[config.mk]
export PLATFORM = sky130hd
export DESIGN_NAME = pi_loop_with_first_order_plant_core
export DESIGN_NICKNAME = d
export VERILOG_FILES = /design/src/hdl/pilp_pkg.sv /design/src/hdl/pilp_mul.sv /design/src/hdl/pilp_dp.sv /design/src/hdl/pilp_ctrl.sv /design/src/hdl/pi_loop_with_first_order_plant_core.sv
export SDC_FILE = /design/constraint.sdc
export NUM_CORES = 2
export LEC_CHECK = 0
export BUFFER_PORTS_ARGS = -buffer_cell sky130_fd_sc_hd__buf_2
export CORE_MARGIN = 2
export CORE_UTILIZATION = 55
export DETAILED_ROUTE_END_ITERATION = 7
export PLACE_DENSITY_LB_ADDON = 0.12
export SYNTH_ARGS = -nofsm -noshare
export SYNTH_HDL_FRONTEND = slang
export SYNTH_HIERARCHICAL = 1
export SYNTH_SLANG_ARGS = --single-unit
[constraint.sdc]
create_clock -name clk -period 9.4 [get_ports clk]
set_input_delay 1.41 -clock clk [delete_from_list [all_inputs] [get_ports clk]]
set_output_delay 1.41 -clock clk [all_outputs]
set_load 0.02 [all_outputs]
[src/hdl/pilp_pkg.sv]
`timescale 1ns / 1ps
`default_nettype none

package pilp_pkg;

  localparam int DATA_WIDTH_DEF = 32;
  localparam int PHASE_WIDTH    = 16;
  localparam int ADDR_WIDTH     = 5;

  // register indexes on the apb port (byte address is 4 * index)
  localparam logic [2:0] REG_SETPOINT         = 3'd0;
  localparam logic [2:0] REG_PROP_GAIN        = 3'd1;
  localparam logic [2:0] REG_INTEGRAL_GAIN    = 3'd2;
  localparam logic [2:0] REG_STEP_RATIO       = 3'd3;
  localparam logic [2:0] REG_TICKS_PER_SAMPLE = 3'd4;
  localparam logic [2:0] REG_INITIAL_OUTPUT   = 3'd5;
  localparam logic [2:0] REG_INITIAL_DRIVE    = 3'd6;
  localparam logic [2:0] REG_INITIAL_INTEGRAL = 3'd7;

  localparam logic [31:0] RST_SETPOINT         = 32'd1310720;
  localparam logic [31:0] RST_PROP_GAIN        = 32'd196608;
  localparam logic [31:0] RST_INTEGRAL_GAIN    = 32'd26214;
  localparam logic [15:0] RST_STEP_RATIO       = 16'd6554;
  localparam logic [15:0] RST_TICKS_PER_SAMPLE = 16'd10;
  localparam logic [31:0] RST_INITIAL_OUTPUT   = 32'd0;
  localparam logic [31:0] RST_INITIAL_DRIVE    = 32'd0;
  localparam logic [31:0] RST_INITIAL_INTEGRAL = 32'd0;

  // coefficient select for the shared multiplier
  localparam logic [1:0] MUL_KI   = 2'd0;
  localparam logic [1:0] MUL_KP   = 2'd1;
  localparam logic [1:0] MUL_STEP = 2'd2;

  typedef struct packed {
    logic signed [31:0] setpoint;
    logic signed [31:0] prop_gain;
    logic signed [31:0] integral_gain;
    logic [15:0]        step_ratio;
    logic [15:0]        ticks_per_sample;
    logic signed [31:0] initial_output;
    logic signed [31:0] initial_drive;
    logic signed [31:0] initial_integral;
  } cfg_t;

  typedef struct packed {
    logic       accept;
    logic       calc_err;
    logic       mul_start;
    logic [1:0] mul_sel;
    logic       add_int;
    logic       add_drv;
    logic       dbl;
    logic       diff;
    logic       add_plant;
    logic       emit;
  } cmd_t;

  typedef struct packed {
    logic phase_zero;
    logic mul_done;
    logic out_free;
  } sts_t;

endpackage

`default_nettype wire

[src/hdl/pilp_mul.sv]
`timescale 1ns / 1ps
`default_nettype none

// q16.16 multiply, sign-magnitude, 32 bits of b per cycle,
// then round half away from zero and saturate
module pilp_mul #(
  parameter int DATA_WIDTH = pilp_pkg::DATA_WIDTH_DEF
) (
  input  wire logic                         clk,
  input  wire logic                         rst,
  input  wire logic                         start,
  input  wire logic signed [32:0]           a,
  input  wire logic signed [DATA_WIDTH-1:0] b,
  output logic                              done,
  output logic signed [DATA_WIDTH-1:0]      res
);

  localparam int NCH = (DATA_WIDTH + 31) / 32;
  localparam int UW  = 32 * NCH;
  localparam int PW  = UW + 32;
  localparam int MW  = PW - 15;
  localparam int CW  = (NCH > 1) ? $clog2(NCH) : 1;

  localparam logic [DATA_WIDTH-1:0] VMAX = {1'b0, {(DATA_WIDTH-1){1'b1}}};
  localparam logic [DATA_WIDTH-1:0] VMIN = {1'b1, {(DATA_WIDTH-1){1'b0}}};

  logic                  busy;
  logic                  fin;
  logic [CW-1:0]         cnt;
  logic                  neg;
  logic [31:0]           ua;
  logic [UW-1:0]         ubs;
  logic [PW-1:0]         acc;

  logic [32:0]           a_abs;
  logic [DATA_WIDTH-1:0] b_abs;
  logic [63:0]           prod;
  logic [PW:0]           rnd;
  logic [MW-1:0]         mag;
  logic                  ovf;
  logic [DATA_WIDTH-1:0] lo;
  logic [DATA_WIDTH-1:0] res_next;

  assign a_abs = a[32] ? 33'(-a) : 33'(a);
  assign b_abs = b[DATA_WIDTH-1] ? DATA_WIDTH'(-b) : DATA_WIDTH'(b);
  assign prod  = ua * ubs[UW-1 -: 32];

  assign rnd = {1'b0, acc} + (PW+1)'(32'h0000_8000);
  assign mag = rnd[PW:16];
  assign ovf = |mag[MW-1:DATA_WIDTH-1];
  assign lo  = mag[DATA_WIDTH-1:0];

  always_comb begin
    if (ovf) begin
      res_next = neg ? VMIN : VMAX;
    end else begin
      res_next = neg ? DATA_WIDTH'(-lo) : lo;
    end
  end

  always_ff @(posedge clk) begin
    if (rst) begin
      busy <= 1'b0;
      fin  <= 1'b0;
      done <= 1'b0;
      cnt  <= '0;
    end else begin
      done <= 1'b0;
      if (start) begin
        busy <= 1'b1;
        fin  <= 1'b0;
        cnt  <= CW'(NCH - 1);
      end else if (busy) begin
        if (cnt == '0) begin
          busy <= 1'b0;
          fin  <= 1'b1;
        end else begin
          cnt <= cnt - 1'b1;
        end
      end else if (fin) begin
        fin  <= 1'b0;
        done <= 1'b1;
      end
    end
  end

  always_ff @(posedge clk) begin
    if (start) begin
      ua  <= a_abs[31:0];
      ubs <= UW'(b_abs);
      neg <= a[32] ^ b[DATA_WIDTH-1];
      acc <= '0;
    end else if (busy) begin
      // most significant chunk first
      acc <= (acc << 32) + PW'(prod);
      ubs <= ubs << 32;
    end else if (fin) begin
      res <= res_next;
    end
  end

endmodule

`default_nettype wire

[src/hdl/pilp_dp.sv]
`timescale 1ns / 1ps
`default_nettype none

module pilp_dp #(
  parameter int DATA_WIDTH = pilp_pkg::DATA_WIDTH_DEF
) (
  input  wire logic          clk,
  input  wire logic          rst,
  input  wire pilp_pkg::cfg_t cfg,
  input  wire pilp_pkg::cmd_t cmd,
  output pilp_pkg::sts_t     sts,
  input  wire logic          start_run,
  output logic               out_valid,
  input  wire logic          out_stall,
  output logic signed [31:0] plant_output,
  output logic signed [31:0] drive
);

  localparam int DW = DATA_WIDTH;
  localparam int EW = ((DW > 32) ? DW : 32) + 2;
  localparam int PH = pilp_pkg::PHASE_WIDTH;

  localparam logic signed [EW-1:0] W_MAX = $signed({{(EW-DW+1){1'b0}}, {(DW-1){1'b1}}});
  localparam logic signed [EW-1:0] W_MIN = ~W_MAX;
  localparam logic signed [EW-1:0] O_MAX = $signed({{(EW-31){1'b0}}, {31{1'b1}}});
  localparam logic signed [EW-1:0] O_MIN = ~O_MAX;

  function automatic logic signed [EW-1:0] ext_w(input logic signed [DW-1:0] v);
    ext_w = $signed({{(EW-DW){v[DW-1]}}, v});
  endfunction

  function automatic logic signed [EW-1:0] ext_32(input logic signed [31:0] v);
    ext_32 = $signed({{(EW-32){v[31]}}, v});
  endfunction

  function automatic logic signed [DW-1:0] sat_w(input logic signed [EW-1:0] v);
    logic signed [EW-1:0] c;
    c = (v > W_MAX) ? W_MAX : ((v < W_MIN) ? W_MIN : v);
    sat_w = c[DW-1:0];
  endfunction

  function automatic logic signed [31:0] sat_32(input logic signed [DW-1:0] v);
    logic signed [EW-1:0] x;
    logic signed [EW-1:0] c;
    x = ext_w(v);
    c = (x > O_MAX) ? O_MAX : ((x < O_MIN) ? O_MIN : x);
    sat_32 = c[31:0];
  endfunction

  logic signed [DW-1:0] plant;
  logic signed [DW-1:0] drv;
  logic signed [DW-1:0] integ;
  logic [PH-1:0]        phase;
  logic signed [DW-1:0] work;

  logic signed [32:0]   mul_a;
  logic                 mul_done;
  logic signed [DW-1:0] mres;

  logic [PH-1:0]        period;
  logic [PH:0]          phase_inc;

  always_comb begin
    case (cmd.mul_sel)
      pilp_pkg::MUL_KI:   mul_a = {cfg.integral_gain[31], cfg.integral_gain};
      pilp_pkg::MUL_KP:   mul_a = {cfg.prop_gain[31], cfg.prop_gain};
      pilp_pkg::MUL_STEP: mul_a = $signed({17'd0, cfg.step_ratio});
      default:            mul_a = '0;
    endcase
  end

  pilp_mul #(
    .DATA_WIDTH(DATA_WIDTH)
  ) u_mul (
    .clk  (clk),
    .rst  (rst),
    .start(cmd.mul_start),
    .a    (mul_a),
    .b    (work),
    .done (mul_done),
    .res  (mres)
  );

  // a period of zero ticks behaves as one
  assign period    = (cfg.ticks_per_sample == '0) ? PH'(1) : cfg.ticks_per_sample;
  assign phase_inc = {1'b0, phase} + 1'b1;

  always_ff @(posedge clk) begin
    if (rst) begin
      plant <= '0;
      drv   <= '0;
      integ <= '0;
      phase <= '0;
    end else begin
      if (cmd.accept && start_run) begin
        plant <= sat_w(ext_32(cfg.initial_output));
        drv   <= sat_w(ext_32(cfg.initial_drive));
        integ <= sat_w(ext_32(cfg.initial_integral));
        phase <= '0;
      end
      if (cmd.add_int) begin
        integ <= sat_w(ext_w(integ) + ext_w(mres));
      end
      if (cmd.add_drv) begin
        drv <= sat_w(ext_w(mres) + ext_w(integ));
      end
      if (cmd.add_plant) begin
        plant <= sat_w(ext_w(plant) + ext_w(mres));
        // a shortened period wraps at once
        phase <= (phase_inc >= {1'b0, period}) ? '0 : phase_inc[PH-1:0];
      end
    end
  end

  // scratch operand for the multiplier: error, then 2u, then 2u - y
  always_ff @(posedge clk) begin
    if (cmd.calc_err) begin
      work <= sat_w(ext_32(cfg.setpoint) - ext_w(plant));
    end else if (cmd.dbl) begin
      work <= sat_w(ext_w(drv) + ext_w(drv));
    end else if (cmd.diff) begin
      work <= sat_w(ext_w(work) - ext_w(plant));
    end
  end

  always_ff @(posedge clk) begin
    if (rst) begin
      out_valid <= 1'b0;
    end else if (cmd.emit) begin
      out_valid <= 1'b1;
    end else if (!out_stall) begin
      out_valid <= 1'b0;
    end
  end

  always_ff @(posedge clk) begin
    if (cmd.emit) begin
      plant_output <= sat_32(plant);
      drive        <= sat_32(drv);
    end
  end

  assign sts.phase_zero = (phase == '0);
  assign sts.mul_done   = mul_done;
  assign sts.out_free   = !out_valid || !out_stall;

endmodule

`default_nettype wire

[src/hdl/pilp_ctrl.sv]
`timescale 1ns / 1ps
`default_nettype none

module pilp_ctrl (
  input  wire logic           clk,
  input  wire logic           rst,
  input  wire logic           in_valid,
  output logic                in_stall,
  input  wire pilp_pkg::sts_t sts,
  output pilp_pkg::cmd_t      cmd
);

  localparam logic [3:0] S_IDLE    = 4'd0;
  localparam logic [3:0] S_CHECK   = 4'd1;
  localparam logic [3:0] S_KI_GO   = 4'd2;
  localparam logic [3:0] S_KI_WAIT = 4'd3;
  localparam logic [3:0] S_KP_GO   = 4'd4;
  localparam logic [3:0] S_KP_WAIT = 4'd5;
  localparam logic [3:0] S_DBL     = 4'd6;
  localparam logic [3:0] S_DIFF    = 4'd7;
  localparam logic [3:0] S_ST_GO   = 4'd8;
  localparam logic [3:0] S_ST_WAIT = 4'd9;
  localparam logic [3:0] S_OUT     = 4'd10;

  logic [3:0] state;
  logic [3:0] state_next;

  assign in_stall = (state != S_IDLE);

  always_comb begin
    state_next = state;
    cmd        = '0;
    case (state)
      S_IDLE: begin
        if (in_valid) begin
          cmd.accept = 1'b1;
          state_next = S_CHECK;
        end
      end
      S_CHECK: begin
        // controller update only on the first tick of a period
        if (sts.phase_zero) begin
          cmd.calc_err = 1'b1;
          state_next   = S_KI_GO;
        end else begin
          state_next = S_DBL;
        end
      end
      S_KI_GO: begin
        cmd.mul_start = 1'b1;
        cmd.mul_sel   = pilp_pkg::MUL_KI;
        state_next    = S_KI_WAIT;
      end
      S_KI_WAIT: begin
        if (sts.mul_done) begin
          cmd.add_int = 1'b1;
          state_next  = S_KP_GO;
        end
      end
      S_KP_GO: begin
        cmd.mul_start = 1'b1;
        cmd.mul_sel   = pilp_pkg::MUL_KP;
        state_next    = S_KP_WAIT;
      end
      S_KP_WAIT: begin
        if (sts.mul_done) begin
          cmd.add_drv = 1'b1;
          state_next  = S_DBL;
        end
      end
      S_DBL: begin
        cmd.dbl    = 1'b1;
        state_next = S_DIFF;
      end
      S_DIFF: begin
        cmd.diff   = 1'b1;
        state_next = S_ST_GO;
      end
      S_ST_GO: begin
        cmd.mul_start = 1'b1;
        cmd.mul_sel   = pilp_pkg::MUL_STEP;
        state_next    = S_ST_WAIT;
      end
      S_ST_WAIT: begin
        if (sts.mul_done) begin
          cmd.add_plant = 1'b1;
          state_next    = S_OUT;
        end
      end
      S_OUT: begin
        if (sts.out_free) begin
          cmd.emit   = 1'b1;
          state_next = S_IDLE;
        end
      end
      default: begin
        state_next = S_IDLE;
      end
    endcase
  end

  always_ff @(posedge clk) begin
    if (rst) begin
      state <= S_IDLE;
    end else begin
      state <= state_next;
    end
  end

endmodule

`default_nettype wire

[src/hdl/pi_loop_with_first_order_plant_core.sv]
`timescale 1ns / 1ps
`default_nettype none

// a tick runs the controller update and the plant update on the first tick of a controller
// period and only the plant update on the other ticks; one tick is in flight at a time, so
// the block takes no new input beat before the current tick's result beat is emitted.
// the work is done by the single shared multiplier (N = ceil(DATA_WIDTH/32) slices of 32 bits,
// one 32-bit slice per cycle, then rounding), used two times for the controller update and once for the plant.
// synchronous reset loads register defaults and clears plant, drive, integral and phase.
module pi_loop_with_first_order_plant_core #(
  parameter int DATA_WIDTH = pilp_pkg::DATA_WIDTH_DEF
) (
  input  wire logic                              clk,
  input  wire logic                              rst,
  input  wire logic                              in_valid,
  output logic                                   in_stall,
  input  wire logic                              start_run,
  output logic                                   out_valid,
  input  wire logic                              out_stall,
  output logic signed [31:0]                     plant_output,
  output logic signed [31:0]                     drive,
  input  wire logic                              psel,
  input  wire logic                              penable,
  input  wire logic                              pwrite,
  input  wire logic [pilp_pkg::ADDR_WIDTH-1:0]   paddr,
  input  wire logic [31:0]                       pwdata,
  output logic [31:0]                            prdata,
  output logic                                   pready
);

  pilp_pkg::cfg_t cfg;
  pilp_pkg::cmd_t cmd;
  pilp_pkg::sts_t sts;

  logic       wr_en;
  logic [2:0] reg_idx;

  assign pready  = 1'b1;
  assign wr_en   = psel && penable && pwrite;
  assign reg_idx = paddr[4:2];

  always_ff @(posedge clk) begin
    if (rst) begin
      cfg.setpoint         <= pilp_pkg::RST_SETPOINT;
      cfg.prop_gain        <= pilp_pkg::RST_PROP_GAIN;
      cfg.integral_gain    <= pilp_pkg::RST_INTEGRAL_GAIN;
      cfg.step_ratio       <= pilp_pkg::RST_STEP_RATIO;
      cfg.ticks_per_sample <= pilp_pkg::RST_TICKS_PER_SAMPLE;
      cfg.initial_output   <= pilp_pkg::RST_INITIAL_OUTPUT;
      cfg.initial_drive    <= pilp_pkg::RST_INITIAL_DRIVE;
      cfg.initial_integral <= pilp_pkg::RST_INITIAL_INTEGRAL;
    end else if (wr_en) begin
      case (reg_idx)
        pilp_pkg::REG_SETPOINT:         cfg.setpoint         <= pwdata;
        pilp_pkg::REG_PROP_GAIN:        cfg.prop_gain        <= pwdata;
        pilp_pkg::REG_INTEGRAL_GAIN:    cfg.integral_gain    <= pwdata;
        pilp_pkg::REG_STEP_RATIO:       cfg.step_ratio       <= pwdata[15:0];
        pilp_pkg::REG_TICKS_PER_SAMPLE: cfg.ticks_per_sample <= pwdata[15:0];
        pilp_pkg::REG_INITIAL_OUTPUT:   cfg.initial_output   <= pwdata;
        pilp_pkg::REG_INITIAL_DRIVE:    cfg.initial_drive    <= pwdata;
        pilp_pkg::REG_INITIAL_INTEGRAL: cfg.initial_integral <= pwdata;
        default: begin
        end
      endcase
    end
  end

  always_comb begin
    case (reg_idx)
      pilp_pkg::REG_SETPOINT:         prdata = cfg.setpoint;
      pilp_pkg::REG_PROP_GAIN:        prdata = cfg.prop_gain;
      pilp_pkg::REG_INTEGRAL_GAIN:    prdata = cfg.integral_gain;
      pilp_pkg::REG_STEP_RATIO:       prdata = {16'd0, cfg.step_ratio};
      pilp_pkg::REG_TICKS_PER_SAMPLE: prdata = {16'd0, cfg.ticks_per_sample};
      pilp_pkg::REG_INITIAL_OUTPUT:   prdata = cfg.initial_output;
      pilp_pkg::REG_INITIAL_DRIVE:    prdata = cfg.initial_drive;
      pilp_pkg::REG_INITIAL_INTEGRAL: prdata = cfg.initial_integral;
      default:                        prdata = '0;
    endcase
  end

  pilp_ctrl u_ctrl (
    .clk     (clk),
    .rst     (rst),
    .in_valid(in_valid),
    .in_stall(in_stall),
    .sts     (sts),
    .cmd     (cmd)
  );

  pilp_dp #(
    .DATA_WIDTH(DATA_WIDTH)
  ) u_dp (
    .clk         (clk),
    .rst         (rst),
    .cfg         (cfg),
    .cmd         (cmd),
    .sts         (sts),
    .start_run   (start_run),
    .out_valid   (out_valid),
    .out_stall   (out_stall),
    .plant_output(plant_output),
    .drive       (drive)
  );

endmodule

`default_nettype wire

==> qor.csv <==
stage;metric;value;unit
worst_setup_path;path_class;reg -> reg;
clock_tree;ctsHoldBuffers;0;
yosys;synth_edf_count;193;
global_routing;grt_pass1_vias;58400;
worst_setup_path;cpLargestDelayFamily;adder cells;
worst_setup_path;slowest_delay;1080;ps
floorplan;start_util;55.5;%
cells_and_area;drive_above_1_share;6.14;%
timing;maxSlewViolCount;0;
place;place_congestion;0.982;
timing;fin_tns_setup;0;ps
yosys;ys_seq_area_share;19.7;%
clock_tree;cts_resized;0;
cells_and_area;area_delta_synth_final;5.44;%
floorplan;die_w;363;um
place;detailed_place_hpwl;185000;um
floorplan;die_area;132000;sq um
detailed_routing;drc_errors;0;
detailed_routing;vias_per_cell;5.91;
status;status;finished, final reports clean;
floorplan;die_h;363;um
clock_tree;cts_buffers;66;
timing;relSlewSlack;13.7;%
worst_setup_path;crit_path_end_kind;flip-flop;
cells_and_area;multiInputGateArea;50400;sq um
hold_path;holdCritPathClass;reg -> reg;
detailed_routing;antenna_left;0;
floorplan;coreArea;128000;sq um
yosys;syn_inst;8212;
clock_tree;clk_pin_slew;70;ps
cells_and_area;n_fill_cell;11600;
timing;rsz0062_at_grt;no;
timing;fmax;114;MHz
yosys;ys_warn_count;6;
timing;worst_pin_slew;1290;ps
timing;hold_ws;473;ps
place;port_buffers;140;
clock_tree;cts_root_buf;clkbuf_16;
yosys;syn_nets;9609;
cells_and_area;final_area;74800;sq um
clock_tree;cts_tree;built;
detailed_routing;drtPass1Iterations;6;
cells_and_area;final_core_util;58.5;%
clock_tree;clk_path_buf_depth;3;
floorplan;pin_count;144;
worst_setup_path;cp_common_cell;fa_1;
flow_run;cap_violations;0;
cells_and_area;nets;9386;
timing;finClkSkew;38.1;ps
timing;min_period_over_period;93.2;%
global_routing;grt_pass1_wl;353000;um
yosys;ys_seq_elements;601;
timing;setup-violations-final;0;
cells_and_area;layout_commonest_cell;nand2_1;
yosys;synth_area;71000;sq um
worst_setup_path;critPathArrivalTime;9280;ps
timing;finalHoldViolations;0;
yosys;synth-main-ff-cell;dfxtp_1;
clock_tree;htree_levels;3;
global_routing;grt_usage;35.4;%
clock_tree;clock_latency;690;ps
detailed_routing;wl;230000;um
global_routing;grt_max_degree;238;
detailed_routing;routed-via-count;57300;
detailed_routing;first_iter_violations;4621;
timing;post-route-min-period;8760;ps
clock_tree;postCtsSetupBuffers;0;
cells_and_area;seqCellArea;14000;sq um
yosys;avgSynthCellArea;8.64;sq um
global_routing;antenna_found_initial;2;
worst_setup_path;cp_slowest_cell;edfxtp_1;
cells_and_area;final_cell_mix;nand2_1 (1257), inv_1 (1156), fa_1 (932);
floorplan;rows;131;
yosys;synth.distinct_cells;111;
worst_setup_path;critical_path_required;9910;ps
yosys;synth-async-reset-ratio;0;%
worst_setup_path;path_max_fanout;23;
worst_setup_path;crit_path_start_kind;flip-flop;
place;dpl-instance-area;72500;sq um
detailed_routing;route.detailed.wl_per_inst;23.7;um
global_routing;grt-ovfl-total;0;
clock_tree;clkSinkCount;601;
worst_setup_path;path_buf_inv;9;
## synth_stat cells, types with 142 or more instances
master	count	share of area [%]
nand2_1	1258	6.7
inv_1	1156	6.1
fa_1	932	26
and2_1	558	4.9
a21oi_1	469	3.3
clkbuf_1	433	2.3
ha_1	420	7.4
dfxtp_1	408	12
nor2_1	304	1.6
o21ai_0	233	1.6
edfxtp_1	193	8.2
xnor2_1	188	2.3
mux2i_1	142	2.0
## cells by family (layout without fill, tap and decap cells)
logic type / Yosys count / count (layout) / synth area share [%]
buffers and inverters: 1722 / 1553 / 9.46
other: 1 / 2 / 0.00528
XOR/XNOR: 272 / 272 / 3.36
AND/OR/NAND/NOR: 2702 / 2702 / 18.4
AO/OA/AOI/OAI: 1399 / 1399 / 13.1
multiplexers: 163 / 163 / 2.37
adder cells (fa/ha/maj): 1352 / 1352 / 33.7
flip-flops: 601 / 601 / 19.7
## worst paths after layout
check | cells past startpoint | slack, ps | from | endpoint
hold reg to reg | 2 | 470 | cfg[128] | cfg[128]
hold / removal | 2 | 470 | cfg[128] | cfg[128]
setup / recovery | 28 | 640 | u_dp/u_mul/ubs[13] | u_dp/u_mul/acc[44]
setup reg to reg | 28 | 640 | u_dp/u_mul/ubs[13] | u_dp/u_mul/acc[44]
## worst min-delay path, stage by stage (launching register included)
cell     delay [ps]
dfxtp_1         320
nand2_1          50
a21oi_1          50
## per-stage QoR
| step | cells | setup WS [ps] |
|---|---|---|
| floorplan | 8212 | 1130 |
| global placement | 9583 | 762 |
| detailed placement | 9583 | 640 |
| CTS | 9705 | 640 |
| global route | 9705 | 214 |
| finish | 9706 | 636 |
## area by class of cell
class | instances | area share (%)
Timing Repair Buffer | 274 | 2.31
Multi-Input combinational cell | 5889 | 67.3
Inverter | 1157 | 5.80
Clock buffer | 86 | 2.46
Tap cell | 1662 | 2.78
Antenna cell | 1 | 0.00334
Sequential cell | 601 | 18.7
Clock inverter | 36 | 0.664
## registers in the layout, indices dropped and copies added, names as in the netlist, 4 cells and up
| register | cells |
|---|---|
| u_dp/plant_output | 32 |
| u_dp/drv | 32 |
| u_dp/work | 32 |
| u_dp/u_mul/res | 32 |
| u_dp/u_mul/ubs | 32 |
| u_dp/phase | 16 |
| u_dp/drive | 32 |
| cfg | 224 |
| u_dp/plant | 32 |
| u_dp/u_mul/acc | 64 |
| u_ctrl/state | 4 |
| u_dp/integ | 32 |
| u_dp/u_mul/ua | 32 |
## metal layers
| layer | up-vias | share of wire (%) | GRT usage (%) |
|---|---|---|---|
| met1 | 28600 | 40 | 44.7 |
| met2 | 2046 | 47 | 58.1 |
| met3 | 516 | 6.1 | 4.01 |
| li1 | 26200 | - | - |
| met5 | - | 0 | 0 |
| met4 | 0 | 7.5 | 22.6 |
Power is not shown: default switching activity piles up to over one toggle a cycle in this logic, so the estimate is an artifact.
